File: src/rtl/core/fcc_pkg.sv
`timescale 1ns / 1ps
// ----------------------------------------------------------------------------
// fcc_pkg: shared types and constants of the file content classifier
// Byte codes, line phase encoding, register indexes and the flag bundle that
// travels from the byte tracker to the decision stage.
// ----------------------------------------------------------------------------
package fcc_pkg;

	// Byte codes
	localparam logic [7:0] CH_NUL    = 8'h00;
	localparam logic [7:0] CH_TAB    = 8'h09;
	localparam logic [7:0] CH_LF     = 8'h0a;
	localparam logic [7:0] CH_CR     = 8'h0d;
	localparam logic [7:0] CH_SPACE  = 8'h20;
	localparam logic [7:0] CH_TILDE  = 8'h7e;
	localparam logic [7:0] CH_HASH   = 8'h23;
	localparam logic [7:0] CH_EQUALS = 8'h3d;

	// Boot signature
	localparam int          SIG_LOW_POS   = 510;
	localparam int          SIG_HIGH_POS  = 511;
	localparam logic [7:0]  SIG_LOW_BYTE  = 8'h55;
	localparam logic [7:0]  SIG_HIGH_BYTE = 8'haa;
	localparam int          BOOT_MIN_LEN  = 512;

	// Percent arithmetic
	localparam int          PCT_BITS = 7;
	localparam logic [6:0]  PCT_FULL = 7'd100;
	localparam logic [6:0]  TEXT_PCT_RESET   = 7'd90;
	localparam logic [6:0]  CONFIG_PCT_RESET = 7'd95;

	// Register indexes
	localparam int          REG_IDX_BITS   = 1;
	localparam logic [0:0]  REG_TEXT_PCT   = 1'b0;
	localparam logic [0:0]  REG_CONFIG_PCT = 1'b1;

	// Equals counter saturates here
	localparam logic [1:0]  EQ_MAX = 2'd2;
	localparam logic [1:0]  EQ_ONE = 2'd1;

	typedef enum logic [1:0] {
		PH_START   = 2'd0,
		PH_COMMENT = 2'd1,
		PH_ASSIGN  = 2'd2
	} phase_t;

	typedef struct packed {
		logic sig_low;
		logic sig_high;
	} sig_flags_t;

	localparam int FLAG_BITS = $bits(sig_flags_t);

endpackage

File: src/rtl/core/fcc_if.sv
`timescale 1ns / 1ps
// ----------------------------------------------------------------------------
// fcc_if: stream channels of the file content classifier
// One channel carries file bytes in, the other carries class flag words out.
// ----------------------------------------------------------------------------
interface fcc_byte_if;
	logic       valid;
	logic       ready;
	logic [7:0] data_byte;
	logic       last_byte;

	modport source (output valid, output data_byte, output last_byte, input ready);
	modport sink (input valid, input data_byte, input last_byte, output ready);
endinterface

interface fcc_class_if;
	logic valid;
	logic ready;
	logic is_text;
	logic is_config;
	logic is_binary;
	logic is_boot;

	modport source (output valid, output is_text, output is_config, output is_binary,
		output is_boot, input ready);
	modport sink (input valid, input is_text, input is_config, input is_binary,
		input is_boot, output ready);
endinterface

File: src/rtl/core/fcc_front.sv
`timescale 1ns / 1ps
// ----------------------------------------------------------------------------
// fcc_front: byte tracker
// Counts bytes, text bytes, lines and good lines, and latches the boot
// signature bytes. On the last byte it pushes the file summary to the queue
// and clears for the next file.
// ----------------------------------------------------------------------------
module fcc_front #(
	parameter int COUNT_BITS = 24
) (
	input  logic                     clk,
	input  logic                     arst_n,
	fcc_byte_if.sink                 file_bytes,
	output logic                     push,
	input  logic                     push_ready,
	output logic [COUNT_BITS-1:0]    byte_total,
	output logic [COUNT_BITS-1:0]    text_total,
	output logic [COUNT_BITS-1:0]    line_total,
	output logic [COUNT_BITS-1:0]    good_total,
	output fcc_pkg::sig_flags_t      flags
);

	localparam logic [COUNT_BITS-1:0] CNT_MAX  = '1;
	localparam logic [COUNT_BITS-1:0] CNT_ONE  = COUNT_BITS'(1);
	localparam logic [COUNT_BITS-1:0] POS_LOW  = COUNT_BITS'(fcc_pkg::SIG_LOW_POS);
	localparam logic [COUNT_BITS-1:0] POS_HIGH = COUNT_BITS'(fcc_pkg::SIG_HIGH_POS);

	logic [COUNT_BITS-1:0] byte_q, text_q, line_q, good_q;
	logic [COUNT_BITS-1:0] byte_n, text_n, line_n, good_n;
	fcc_pkg::phase_t       phase_q, phase_n;
	logic [1:0]            eq_q, eq_n;
	fcc_pkg::sig_flags_t   sig_q, sig_n;
	logic [7:0]            b;
	logic                  is_txt, ends, line_inc, good_inc, accept;

	assign b = file_bytes.data_byte;
	assign file_bytes.ready = push_ready;
	assign accept = file_bytes.valid && push_ready;
	assign push = accept && file_bytes.last_byte;

	// Classify the byte
	assign is_txt = (b == fcc_pkg::CH_LF) || (b == fcc_pkg::CH_CR) || (b == fcc_pkg::CH_TAB)
		|| ((b >= fcc_pkg::CH_SPACE) && (b <= fcc_pkg::CH_TILDE));
	assign ends = (b == fcc_pkg::CH_LF) || (b == fcc_pkg::CH_NUL);

	// Track line structure
	always_comb begin
		line_inc = 1'b0;
		good_inc = 1'b0;
		phase_n  = phase_q;
		eq_n     = eq_q;
		unique case (phase_q)
			fcc_pkg::PH_COMMENT: begin
				if (ends) phase_n = fcc_pkg::PH_START;
			end
			fcc_pkg::PH_ASSIGN: begin
				if ((b == fcc_pkg::CH_EQUALS) && (eq_q != fcc_pkg::EQ_MAX)) eq_n = eq_q + 2'd1;
				if (ends) begin
					good_inc = (eq_q == fcc_pkg::EQ_ONE);
					phase_n  = fcc_pkg::PH_START;
				end
			end
			default: begin
				line_inc = 1'b1;
				phase_n  = fcc_pkg::PH_START;
				if (b == fcc_pkg::CH_LF) begin
					good_inc = 1'b1;
				end else if (b == fcc_pkg::CH_HASH) begin
					good_inc = 1'b1;
					phase_n  = fcc_pkg::PH_COMMENT;
				end else if (b != fcc_pkg::CH_NUL) begin
					eq_n    = (b == fcc_pkg::CH_EQUALS) ? fcc_pkg::EQ_ONE : 2'd0;
					phase_n = fcc_pkg::PH_ASSIGN;
				end
			end
		endcase
	end

	// Saturating counts and signature latches
	always_comb begin
		byte_n = (byte_q == CNT_MAX) ? byte_q : byte_q + CNT_ONE;
		text_n = (is_txt && (text_q != CNT_MAX)) ? text_q + CNT_ONE : text_q;
		line_n = (line_inc && (line_q != CNT_MAX)) ? line_q + CNT_ONE : line_q;
		good_n = (good_inc && (good_q != CNT_MAX)) ? good_q + CNT_ONE : good_q;
		sig_n  = sig_q;
		if (byte_q == POS_LOW) sig_n.sig_low = (b == fcc_pkg::SIG_LOW_BYTE);
		if (byte_q == POS_HIGH) sig_n.sig_high = (b == fcc_pkg::SIG_HIGH_BYTE);
	end

	// Advance on each word, clear after the last byte
	always_ff @(posedge clk or negedge arst_n) begin
		if (!arst_n) begin
			byte_q  <= '0;
			text_q  <= '0;
			line_q  <= '0;
			good_q  <= '0;
			phase_q <= fcc_pkg::PH_START;
			eq_q    <= 2'd0;
			sig_q   <= '0;
		end else if (accept) begin
			if (file_bytes.last_byte) begin
				byte_q  <= '0;
				text_q  <= '0;
				line_q  <= '0;
				good_q  <= '0;
				phase_q <= fcc_pkg::PH_START;
				eq_q    <= 2'd0;
				sig_q   <= '0;
			end else begin
				byte_q  <= byte_n;
				text_q  <= text_n;
				line_q  <= line_n;
				good_q  <= good_n;
				phase_q <= phase_n;
				eq_q    <= eq_n;
				sig_q   <= sig_n;
			end
		end
	end

	// Summary of the file, valid with push
	assign byte_total = byte_n;
	assign text_total = text_n;
	assign line_total = line_n;
	assign good_total = good_n;
	assign flags      = sig_n;

endmodule

File: src/rtl/core/fcc_queue.sv
`timescale 1ns / 1ps
// ----------------------------------------------------------------------------
// fcc_queue: two-entry summary queue
// Decouples the byte tracker from the decision stage so either can stall.
// ----------------------------------------------------------------------------
module fcc_queue #(
	parameter int WIDTH = 98
) (
	input  logic             clk,
	input  logic             arst_n,
	input  logic             wr_valid,
	output logic             wr_ready,
	input  logic [WIDTH-1:0] wr_data,
	output logic             rd_valid,
	input  logic             rd_ready,
	output logic [WIDTH-1:0] rd_data
);

	logic [WIDTH-1:0] mem_q [2];
	logic             wr_ptr_q, rd_ptr_q;
	logic [1:0]       count_q;
	logic             do_wr, do_rd;

	assign wr_ready = (count_q != 2'd2);
	assign rd_valid = (count_q != 2'd0);
	assign do_wr    = wr_valid && wr_ready;
	assign do_rd    = rd_valid && rd_ready;
	assign rd_data  = mem_q[rd_ptr_q];

	// Hold entries
	always_ff @(posedge clk) begin
		if (do_wr) mem_q[wr_ptr_q] <= wr_data;
	end

	// Advance pointers and fill count
	always_ff @(posedge clk or negedge arst_n) begin
		if (!arst_n) begin
			wr_ptr_q <= 1'b0;
			rd_ptr_q <= 1'b0;
			count_q  <= 2'd0;
		end else begin
			if (do_wr) wr_ptr_q <= ~wr_ptr_q;
			if (do_rd) rd_ptr_q <= ~rd_ptr_q;
			if (do_wr && !do_rd) count_q <= count_q + 2'd1;
			else if (do_rd && !do_wr) count_q <= count_q - 2'd1;
		end
	end

endmodule

File: src/rtl/core/fcc_back.sv
`timescale 1ns / 1ps
// ----------------------------------------------------------------------------
// fcc_back: class decision
// Stage 1 forms the four percent products, stage 2 compares them and holds
// the class word until it is taken.
// ----------------------------------------------------------------------------
module fcc_back #(
	parameter int COUNT_BITS = 24
) (
	input  logic                  clk,
	input  logic                  arst_n,
	input  logic                  sum_valid,
	output logic                  sum_ready,
	input  logic [COUNT_BITS-1:0] byte_total,
	input  logic [COUNT_BITS-1:0] text_total,
	input  logic [COUNT_BITS-1:0] line_total,
	input  logic [COUNT_BITS-1:0] good_total,
	input  fcc_pkg::sig_flags_t   flags,
	input  logic [6:0]            text_pct,
	input  logic [6:0]            config_pct,
	fcc_class_if.source           classes
);

	localparam int PW = COUNT_BITS + fcc_pkg::PCT_BITS;
	localparam logic [COUNT_BITS-1:0] BOOT_LEN = COUNT_BITS'(fcc_pkg::BOOT_MIN_LEN);

	logic [PW-1:0] tp_s1, tq_s1, gp_s1, gq_s1;
	logic          sig_s1, v_s1, adv_s1;
	logic          v_s2, text_s2, config_s2, boot_s2;
	logic          text_ok, config_ok;

	assign adv_s1    = v_s1 && (!v_s2 || classes.ready);
	assign sum_ready = !v_s1 || adv_s1;

	// Stage 1: products
	always_ff @(posedge clk) begin
		if (sum_valid && sum_ready) begin
			tp_s1  <= PW'(text_total) * PW'(fcc_pkg::PCT_FULL);
			tq_s1  <= PW'(byte_total) * PW'(text_pct);
			gp_s1  <= PW'(good_total) * PW'(fcc_pkg::PCT_FULL);
			gq_s1  <= PW'(line_total) * PW'(config_pct);
			sig_s1 <= flags.sig_low && flags.sig_high && (byte_total >= BOOT_LEN);
		end
	end

	// Stage 2: compares
	assign text_ok   = (tp_s1 >= tq_s1);
	assign config_ok = text_ok && (gp_s1 >= gq_s1);

	always_ff @(posedge clk) begin
		if (adv_s1) begin
			text_s2   <= text_ok;
			config_s2 <= config_ok;
			boot_s2   <= !text_ok && sig_s1;
		end
	end

	// Valid bits
	always_ff @(posedge clk or negedge arst_n) begin
		if (!arst_n) begin
			v_s1 <= 1'b0;
			v_s2 <= 1'b0;
		end else begin
			if (sum_ready) v_s1 <= sum_valid;
			if (!v_s2 || classes.ready) v_s2 <= v_s1;
		end
	end

	assign classes.valid     = v_s2;
	assign classes.is_text   = text_s2;
	assign classes.is_config = config_s2;
	assign classes.is_binary = !text_s2;
	assign classes.is_boot   = boot_s2;

endmodule

File: src/rtl/core/file_content_classifier.sv
`timescale 1ns / 1ps
// ----------------------------------------------------------------------------
// file_content_classifier: text / config / binary / boot classifier
// Takes a file one byte per word and returns one class word per file.
//
//   channel     dir  payload                                  handshake
//   file_bytes  in   data_byte[7:0], last_byte                valid/ready
//   classes     out  is_text, is_config, is_binary, is_boot   valid/ready
//   cfg         in   cfg_idx[0:0], cfg_data[6:0]               cfg_we
//
// One byte is taken every cycle while the summary queue has room; the tracker
// counters update in one step. The class word passes the queue write, the
// product stage and the compare stage in turn and holds until taken. Reset
// clears counters, queue and pipeline valids and loads thresholds 90 and 95.
// Byte input stalls only while four class words wait (queue full, both
// decision stages held by the output).
// ----------------------------------------------------------------------------
module file_content_classifier #(
	parameter int COUNT_BITS = 24
) (
	input  logic                             clk,
	input  logic                             arst_n,
	fcc_byte_if.sink                         file_bytes,
	fcc_class_if.source                      classes,
	input  logic                             cfg_we,
	input  logic [fcc_pkg::REG_IDX_BITS-1:0] cfg_idx,
	input  logic [fcc_pkg::PCT_BITS-1:0]     cfg_data
);

	localparam int SW = 4 * COUNT_BITS + fcc_pkg::FLAG_BITS;

	logic [6:0]            text_pct_q, config_pct_q;
	logic                  push, push_ready, pop_valid, pop_ready;
	logic [COUNT_BITS-1:0] f_byte, f_text, f_line, f_good;
	logic [COUNT_BITS-1:0] b_byte, b_text, b_line, b_good;
	fcc_pkg::sig_flags_t   f_flags, b_flags;
	logic [SW-1:0]         wr_word, rd_word;

	// Threshold registers
	always_ff @(posedge clk or negedge arst_n) begin
		if (!arst_n) begin
			text_pct_q   <= fcc_pkg::TEXT_PCT_RESET;
			config_pct_q <= fcc_pkg::CONFIG_PCT_RESET;
		end else if (cfg_we) begin
			case (cfg_idx)
				fcc_pkg::REG_TEXT_PCT:   text_pct_q <= cfg_data;
				fcc_pkg::REG_CONFIG_PCT: config_pct_q <= cfg_data;
				default: ;
			endcase
		end
	end

	fcc_front #(.COUNT_BITS(COUNT_BITS)) u_front (
		.clk        (clk),
		.arst_n     (arst_n),
		.file_bytes (file_bytes),
		.push       (push),
		.push_ready (push_ready),
		.byte_total (f_byte),
		.text_total (f_text),
		.line_total (f_line),
		.good_total (f_good),
		.flags      (f_flags)
	);

	assign wr_word = {f_byte, f_text, f_line, f_good, f_flags};

	fcc_queue #(.WIDTH(SW)) u_queue (
		.clk      (clk),
		.arst_n   (arst_n),
		.wr_valid (push),
		.wr_ready (push_ready),
		.wr_data  (wr_word),
		.rd_valid (pop_valid),
		.rd_ready (pop_ready),
		.rd_data  (rd_word)
	);

	assign {b_byte, b_text, b_line, b_good, b_flags} = rd_word;

	fcc_back #(.COUNT_BITS(COUNT_BITS)) u_back (
		.clk        (clk),
		.arst_n     (arst_n),
		.sum_valid  (pop_valid),
		.sum_ready  (pop_ready),
		.byte_total (b_byte),
		.text_total (b_text),
		.line_total (b_line),
		.good_total (b_good),
		.flags      (b_flags),
		.text_pct   (text_pct_q),
		.config_pct (config_pct_q),
		.classes    (classes)
	);

endmodule

File: src/flat_wrapper.sv
// flat-port wrapper written by rule: the top's interface ports become plain ports
module file_content_classifier_flat 
#(
	parameter int COUNT_BITS = 24
)
  (clk, arst_n, cfg_we, cfg_idx, cfg_data, file_bytes_valid, file_bytes_data_byte, file_bytes_last_byte, file_bytes_ready, classes_valid, classes_is_text, classes_is_config, classes_is_binary, classes_is_boot, classes_ready);
  fcc_byte_if file_bytes_i ();
  fcc_class_if classes_i ();
  input  logic clk;
  input  logic arst_n;
  input  logic cfg_we;
  input  logic [fcc_pkg::REG_IDX_BITS-1:0] cfg_idx;
  input  logic [fcc_pkg::PCT_BITS-1:0] cfg_data;
  input wire logic [$bits(file_bytes_i.valid)-1:0] file_bytes_valid;
  input wire logic [$bits(file_bytes_i.data_byte)-1:0] file_bytes_data_byte;
  input wire logic [$bits(file_bytes_i.last_byte)-1:0] file_bytes_last_byte;
  output wire logic [$bits(file_bytes_i.ready)-1:0] file_bytes_ready;
  output wire logic [$bits(classes_i.valid)-1:0] classes_valid;
  output wire logic [$bits(classes_i.is_text)-1:0] classes_is_text;
  output wire logic [$bits(classes_i.is_config)-1:0] classes_is_config;
  output wire logic [$bits(classes_i.is_binary)-1:0] classes_is_binary;
  output wire logic [$bits(classes_i.is_boot)-1:0] classes_is_boot;
  input wire logic [$bits(classes_i.ready)-1:0] classes_ready;
  assign file_bytes_i.valid = file_bytes_valid;
  assign file_bytes_i.data_byte = file_bytes_data_byte;
  assign file_bytes_i.last_byte = file_bytes_last_byte;
  assign file_bytes_ready = file_bytes_i.ready;
  assign classes_valid = classes_i.valid;
  assign classes_is_text = classes_i.is_text;
  assign classes_is_config = classes_i.is_config;
  assign classes_is_binary = classes_i.is_binary;
  assign classes_is_boot = classes_i.is_boot;
  assign classes_i.ready = classes_ready;
  file_content_classifier #(.COUNT_BITS(COUNT_BITS)) u_core (.clk(clk), .arst_n(arst_n), .file_bytes(file_bytes_i), .classes(classes_i), .cfg_we(cfg_we), .cfg_idx(cfg_idx), .cfg_data(cfg_data));
endmodule
File: config.mk
export PLATFORM = sky130hd
export DESIGN_NAME = file_content_classifier_flat
export DESIGN_NICKNAME = d
export VERILOG_FILES = /design/src/rtl/core/fcc_pkg.sv /design/src/rtl/core/fcc_if.sv /design/src/rtl/core/fcc_front.sv /design/src/rtl/core/fcc_queue.sv /design/src/rtl/core/fcc_back.sv /design/src/rtl/core/file_content_classifier.sv /design/src/flat_wrapper.sv
export SDC_FILE = /design/constraint.sdc
export NUM_CORES = 2
export LEC_CHECK = 0
export BUFFER_PORTS_ARGS = -buffer_cell sky130_fd_sc_hd__buf_2
export CAP_MARGIN = 20
export CORE_MARGIN = 1.5
export CORE_UTILIZATION = 56
export DETAILED_ROUTE_END_ITERATION = 12
export MAX_ROUTING_LAYER = met4
export PLACE_DENSITY = 0.72
export SYNTH_ARGS = -nofsm -noshare
export SYNTH_HDL_FRONTEND = slang
export SYNTH_SLANG_ARGS = --single-unit
File: constraint.sdc
create_clock -name clk -period 6.4 [get_ports clk]
set_input_delay 1.28 -clock clk [delete_from_list [all_inputs] [get_ports clk]]
set_output_delay 1.28 -clock clk [all_outputs]
set_load 0.1 [all_outputs]
==> summary.txt <==
Floorplan
  • Die Wd: 255 um
  • Die ar.: between 60,000 and 70,000 um2
  • FP Rows: 92
  • Core box area: 62,900 um2
  • I/O pin cnt: 28
  • Die height: between 200 and 300 um
  • Initial Util: 56.4%

Logic synthesis
  • Post-Synth XOR/XNOR Area: about 4.6%
  • Commonest cells in the netlist: inv_1, edfxtp_1, ha_1, fa_1, nand2_1
  • Main flop type after synthesis: edfxtp_1
  • Post-synth EDFFs: 320
  • Post-Synth Simple-Gate Area: roughly 14%
  • Post-synthesis cell area: roughly 35,000 um2
  • Syn_area_per_cell: about 10 um2
  • Cell count after synthesis: around 3.4k
  • Yosys reg bits: 442
  • Count of different cell masters after synthesis: 78
  • Area leader, netlist: edfxtp_1
  • Post-synthesis mux area share: under 10%
  • Ys Warns: 0
  • Synth Area in Compound Gates: under 10%
  • Ranking of synthesized cells by area: edfxtp_1, fa_1, ha_1, dfrtp_1, inv_1
  • Post-synth ARST share: 27.6%
  • Post-Syn Nets: around 4.0k
  • Post-synth top area share: a little over a quarter
  • Main combinational cell family by area after synthesis: adder cells
  • Sequential area share after synthesis: a little over a third
  • Most used standard cell by instance count after synthesis: inv_1
  • Post-synthesis adder-cell area fraction: 25.7%

Global routing
  • GRT Total Usage: between 20% and 30%
  • Initial antenna violation count: 4
  • Total grt overflow: 0
  • First-pass GRT wire length: around 120,000 um
  • Vias in the first global route: ~23k
  • Pin count of the biggest net entering global routing: between 80 and 90

Placed design
  • Port Buffer Count: 27
  • Hpwl dp: between 50,000 and 60,000 um
  • Placed Cells: approximately 4.2k
  • Final GP Congestion: slightly below 0.9

Cells and area
  • Final nets: ~4k
  • Layout cells sized above 1: just over 7%
  • Area delta synth->final: 8.07%
  • Final Non-Filler Cells: ~4.3k
  • Fillers: ~5.3k

Clocking
  • Max clock buf depth: 3
  • Cts bufs inserted: ~50
  • Worst-skew pair later-pin latency: around 0.61 ns
  • CTS clock-pin slew for the worst setup and hold paths: roughly 0.07 ns
  • Root Driver: clkbuf_16
  • Num Clock Sinks: approximately 440
  • TritonCTS clock tree: built
  • CTS H-tree depth: 2

Route
  • DR DRC count: 0
  • Routed len/inst: 16.5 um
  • Detail Route Antenna Nets: 0
  • Routed WL: 71,400 um
  • Via/cell ratio: ~5.4
  • 1st-iter DRT viols: around 1.5k
  • 1st-pass router iterations: 5
  • Via count: approximately 24k

Worst hold path
  • Type of the most critical hold path: reg2reg

Timing
  • Period minus WS final: 6.14 ns
  • Final Hold Fails: 0
  • Worst-Margin Slew: 0.976 ns
  • Final setup vio count: 0
  • Setup Skew: about 0.017 ns
  • Slew margin rel.: about a third
  • Final Cycle Share: between 90 and 100%
  • Max-slew violation count: 0
  • F_max: approximately 0.16 GHz

Setup path
  • Kind of critical path: reg2reg
  • Arrival time at the worst endpoint: ~6.5 ns
  • Nature of the critical path startpoint: flip-flop
  • Worst Path Required: slightly below 7 ns
  • Max FO, Critical Path: 10
  • CP endpoint kind: flip-flop

Run status
  • Outcome: finished clean

Job
  • # Max-Cap Violations: 0
layer usage:
layer	wire, um	share of wire [%]	track usage (%)
met4	1500	2.1	6.17
met2	32200	45	35.1
met5	0	0	-
met1	33400	47	32.9
met3	4330	6.1	3.85
cells by family after synthesis:
logic type	Yosys count
adders and majority gates	574
xor gates and xnor gates	186
and+or+nand+nor	967
buffers and inverters	612
DFF	442
muxes	168
AOI/OAI and AO/OA	476
worst max-delay path, cell delays in order, from the launching register on:
cell and delay, ns:
dfrtp_4 0.56, buf_6 0.21, mux2i_1 0.62, nor2b_1 0.15
fa_1 0.53, fa_1 0.51, fa_1 0.52, inv_1 0.05
fa_1 0.47, inv_1 0.04, ha_1 0.36, nand3_1 0.18
nor3_1 0.21, nand3_1 0.10, o211ai_1 0.19, a311oi_1 0.24
or3_1 0.40, a211oi_1 0.27, o22ai_1 0.14, xnor2_1 0.13
final timing paths:
path / start / end / slack [ns] / cells after the start
max: u_core.u_queue.rd_ptr_q / u_core.u_back.gq_s1[29] / 0.26 / 19
min: u_core.u_back.v_s1 / u_core.u_back.classes.valid / 0.48 / 1
max reg2reg: u_core.u_queue.rd_ptr_q / u_core.u_back.gq_s1[29] / 0.26 / 19
min reg2reg: u_core.u_back.v_s1 / u_core.u_back.classes.valid / 0.48 / 1
max in group asynchronous: arst_n / u_core.u_queue.rd_ptr_q / 4.62 / 2
min in group asynchronous: arst_n / u_core.u_front.text_q[13] / 0.61 / 1
cell type report:
cell class                 count  area [um2]  share of cell area (%)
tap                          846        1060                    2.76
timing repair buffer          79         552                    1.44
clock inverter                35         332                   0.866
antenna                        3        7.51                  0.0196
multi-input combinational   2371       20500                    53.5
clock buffer                  57        1310                    3.42
inverter                     498        1870                    4.89
sequential                   442       12700                    33.1
placed cells by master, fill, tap and decap left out, types with 7 or more instances in the layout:
cell and count:
o21a_1 17, ha_1 318, o211ai_1 8, fa_1 256
a221oi_1 8, nor4_1 10, o22ai_1 15, nand2b_1 54
nand3_1 49, clkbuf_16 51, a31oi_1 17, dfstp_2 10
mux2i_1 122, xnor2_1 117, inv_1 497, a21o_1 64
dfrtp_1 111, edfxtp_1 320, o21ai_1 7, o21ai_0 129
a211oi_1 13, a21oi_1 139, nand2_1 245, nand4_1 37
o21bai_1 9, and4_1 11, buf_4 49, and3_1 28
mux2_2 43, nor2_1 153, xor2_1 69, buf_2 26
nor3_1 66, or3_1 9, clkinv_2 12, nor2b_1 216
and2_1 54
per-stage QoR:
step / hold slack, ns / area (um2) / setup TNS (ns) / util (%) / setup slack, ns
after CTS: 0.485 / 38200 / 0 / 60.8 / 0.101
after detailed placement: 0.479 / 36600 / 0 / 58.2 / 0.0859
after floorplan: 0.448 / 35400 / 0 / - / 0.0678
after global placement: 0.468 / 36600 / 0 / 58.2 / 0.187
final: 0.479 / 38300 / 0 / 60.9 / 0.263
after global routing: 0.502 / 38300 / -0.0101 / 60.9 / -0.00990
flip-flops by register name, indices dropped and copies added, names as in the netlist, 2 cells and up:
name	cells
u_core.config_pct_q	7
u_core.text_pct_q	7
u_core.u_back.gp_s1	29
u_core.u_back.gq_s1	31
u_core.u_back.tp_s1	29
u_core.u_back.tq_s1	31
u_core.u_front.byte_q	24
u_core.u_front.eq_q	2
u_core.u_front.good_q	24
u_core.u_front.line_q	24
u_core.u_front.phase_q	2
u_core.u_front.sig_q	2
u_core.u_front.text_q	24
u_core.u_queue.count_q	2
u_core.u_queue.mem_q	196
timing repair:
action,CTS,global route
buffers inserted,0,4
resized for setup,0,7
hold buffers,0,0
endpoints found under the setup margin,0,14
Power is not shown: default switching activity piles up to over one toggle a cycle in this logic, so the estimate is an artifact.
